## config.mk

```make
export PLATFORM = sky130hd
export DESIGN_NAME = stu_ram
export DESIGN_NICKNAME = d
export VERILOG_FILES = /design/src/rtl/core/stu_ram.sv
export SDC_FILE = /design/constraint.sdc
export NUM_CORES = 1
export LEC_CHECK = 0
export ABC_AREA = 0
export BUFFER_PORTS_ARGS = -buffer_cell sky130_fd_sc_hd__buf_4
export CAP_MARGIN = 20
export CORE_UTILIZATION = 25
export CTS_CLUSTER_DIAMETER = 120
export DETAILED_ROUTE_END_ITERATION = 7
export PLACE_DENSITY_LB_ADDON = 0.3
export RECOVER_POWER = 100
export SLEW_MARGIN = 0
export SYNTH_ARGS = -nofsm -noshare
export SYNTH_HDL_FRONTEND = slang
export SYNTH_SLANG_ARGS = --single-unit
```

## constraint.sdc

```tcl
create_clock -name clk -period 1.9 [get_ports clk]
set_input_delay 0.19 -clock clk [delete_from_list [all_inputs] [get_ports clk]]
set_output_delay 0.19 -clock clk [all_outputs]
set_load 0.01 [all_outputs]
```

## src/rtl/core/stu_ram.sv

```systemverilog
`timescale 1ns / 1ps
// ----------------------------------------------------------------------------
// stu_ram
// Generic single-write, single-read RAM with a registered read port.
// ----------------------------------------------------------------------------
module stu_ram #(
  parameter int WIDTH = 8,
  parameter int DEPTH = 16
) (
  input  logic                     clk,
  input  logic                     we,
  input  logic [$clog2(DEPTH)-1:0] waddr,
  input  logic [WIDTH-1:0]         wdata,
  input  logic                     re,
  input  logic [$clog2(DEPTH)-1:0] raddr,
  output logic [WIDTH-1:0]         rdata
);

  logic [WIDTH-1:0] mem [DEPTH];
  logic [WIDTH-1:0] rdata_r;

  always_ff @(posedge clk) begin
    if (we) begin
      mem[waddr] <= wdata;
    end
    if (re) begin
      rdata_r <= mem[raddr];
    end
  end

  assign rdata = rdata_r;

endmodule

```

# Word level (Yosys, flattened, before mapping)
# Memory sizes are Yosys's and may differ from the RTL's. A register that Yosys moved wholly into a read port is not among the register bits.
# Cells that the tools add are included.
[totals]
regBits = 0
latchBits = 0
ram_bits = 128
mem_bits_ro = 0
input_bits = 19
word_cells = 3
n_memories = 1
[memory_table]
columns = ["memory", "depth", "width", "rd", "rd_ports_with_merged_regs", "write_ports", "line", "rtl"]
rows = [
  ["mem", 16, 8, 1, 1, 1, "19", "logic [WIDTH-1:0] mem [DEPTH];"],
]
[classes]
addsub = 0
multipliers = 0
div_mod_pow = 0
order_cmp = 0
eq_ne = 0
n_shift = 0
muxes = 2
bitwise_logic = 0
reduce_logical = 0
[ops]
columns = ["operator", "n"]
rows = [
  ["$mux W1", 2],
]

# Logic depth before layout (Yosys ltp)
[depth]
depth_word = 2
mapped_depth = 5
depth_no_buf = 3

# Least setup slack after synthesis
# OpenSTA, ideal clock, no wires.
[synth_path]
path_type = "input port to flip-flop"
startpoint = "in waddr[2]"
endpoint = "mem mem[0][0], enable pin"
arrival_ns = 1.300
required_time_ns = 1.517
slack_ns = 0.217
stages = 2
path_buffers = 0
path_cell_list = "or3b_2 -> nor3_1"
[synth_lines]
columns = ["element", "line", "rtl"]
rows = [
  ["from (decl)", "12", "input logic [$clog2(DEPTH)-1:0] waddr,"],
  ["to (decl)", "19", ""],
]
# Straight into the memory's write port.

==> metrics.yaml <==
htreeDepth: 4
crit_path_end_kind: "flip-flop"
whs_ns: 0.2648
worstPathRequired_ns: 2.04
dr.pass1.iters: 4
cts_num_sinks: 136
final_common_cell: "edfxtp_1"
hpwl_um: 7246
synth_cell_types: 18
nets: 306
cts-root-buf: "clkbuf_16"
slew_viol_final: 0
synthCells: 229
path_max_fanout: 1
timing.final.crit_share_pct: 82.75
overflow: 0
cts_buffer_depth: 2
postCtsSetupRepairBufs: 0
fin_crit_ns: 1.572
drtIter0Drc: 197
seq_area_frac_synth_pct: 78.12
coreArea_um2: 20360
hold_viol: 0
final_area_um2: 6387
routed_wl_um: 10690
synth_edf_count: 136
initial_core_util_pct: 25.67
numPortBuffers: 26
yosysTopAreaCell: "edfxtp_1"
drc_errors: 0
maxCapViolations: 0
grt_pass1_vias: 2598
ir_worst_vdd_mv: 0.6164
num_vias: 2468
layout-drive-gt1-share_pct: 20.33
fp.dieArea_um2: 21490
setup-tns-final_ns: 0
antenna_found_initial: 0
crit_type: "flip-flop to flip-flop"
cts_buffers: 17
syn-num-nets: 248
tightest_slew_ns: 0.7619
hold_class: "input port to flip-flop"
grt_pass1_wl_um: 16130
status: "finished, final reports clean"
final_cell_mix: "136 x edfxtp_1, 36 x clkbuf_1, 18 x mux4_2, 17 x clkbuf_16, 16 x a22oi_1"
die_h_um: 146.6
synth_area_um2: 5228
fmaxAchievable_mhz: 636.0
synthFlopType: "edfxtp_1"
clk_latency_ns: 0.42
antenna_left: 0
grt_max_degree: 17
grtUsageTotal_pct: 10.75
yosysWarningCount: 0
max_slew_margin_pct: 49.21
synth.area.top_cells: "edfxtp_1 78%, mux4_2 7.8%, mux4_1 7.0%, a22oi_1 2.3%, nor2_1 0.93%"
nFillCells: 1973
wl_per_cell_um: 18.76
die_w_um: 146.6
io_pins: 27
antenna_cells: 0
place_area_um2: 5884
arrival_ns: 1.71
cts_resized: 0
synthArstFlopShare_pct: 0
area_growth_pct: 22.19
rows: 52
cts.hold.buffers_added: 0
power_density_nw_per_um2: 1129
p_leak_nw: 2.035
setup_violations: 0
viasPerCell: 4.330
syn_avg_cell_area_um2: 22.83
cts.reportedPaths.clkPinSlew_ns: 0.06
place.gp.congestion: 0.7106
cts_tree: "built"
utilization_pct: 31.37
critPathLaunchType: "flip-flop"
ys_ff_latch: 136
rsz0062_at_grt: "false"
yosys.area.top_type_share_pct: 78.12
fin_skew_ns: 0.007098
==> routing by layer <==
| metal | part of all wire (%) | routed length (um) | track usage [%] | vias to the layer above |
|---|---|---|---|---|
| li1 | - | - | - | 1103 |
| met1 | 49 | 5233 | 14.85 | 1291 |
| met2 | 46 | 4881 | 15.52 | 52 |
| met3 | 3.3 | 351 | 2.906 | 22 |
| met4 | 2.1 | 226 | 5.313 | 0 |
| met5 | 0 | 0 | 0 | - |
==> stage by stage <==
stage	setup WS (ns)	std cells	power (mW)
finish	0.3277	570	7.209
global route	0.2536	570	7.413
floorplan	0.2171	229	3.634
CTS	0.3273	570	7.306
global placement	0.08032	538	3.810
detailed placement	0.07708	538	3.817
==> final cells by class <==
cell class              count  area (um^2)  area share, %
flip-flops and latches    136         4084          63.94
multi-input cells          83         1057          16.55
clock buffers              18        429.2          6.719
well taps                 270        337.8          5.289
repair buffers             49        274.0          4.290
clock inverters            14        205.2          3.213
==> Yosys cell counts (2+ instances only) <==
library cell     count
nor2_1              13
edfxtp_1           136
nor3_1               4
clkdlybuf4s25_2      3
mux4_1              14
buf_6                3
a22oi_1             16
nand2b_1             2
nand3b_1             2
nand2_1              9
mux4_2              18
buf_2                3
==> where the power goes <==
group          switching [mW]  internal [mW]  total, mW
sequential             0.0191           3.38       3.40
clock                    1.18           2.31       3.49
combinational           0.187          0.132      0.318
total                    1.38           5.83       7.21
==> sequential cells by signal, indices dropped and copies added, names as in the netlist <==
register / count
mem: 128
rdata: 8
==> final timing paths <==
| check | end | cells after the start | slack (ns) | start |
|---|---|---|---|---|
| max reg2reg | rdata[0] | 3 | 0.33 | mem[1][0] |
| min | rdata[2] | 1 | 0.26 | re |
| min reg2reg | rdata[2] | 3 | 0.76 | mem[11][2] |
| max | rdata[0] | 3 | 0.33 | mem[1][0] |
==> cell families after synthesis <==
logic type / after synthesis / synth area share, %
AOI/OAI and AO/OA: 16 / 2.298
DFF: 136 / 78.12
muxes: 32 / 14.79
and+or+nand+nor: 35 / 3.136
buffers and inverters: 10 / 1.651
==> critical path, cell delays in order (launching register included) <==
cell	delay [ns]
edfxtp_1	0.35
mux4_1	0.53
a22oi_1	0.24
nand2_1	0.17
(Power assumes the default switching activity.)
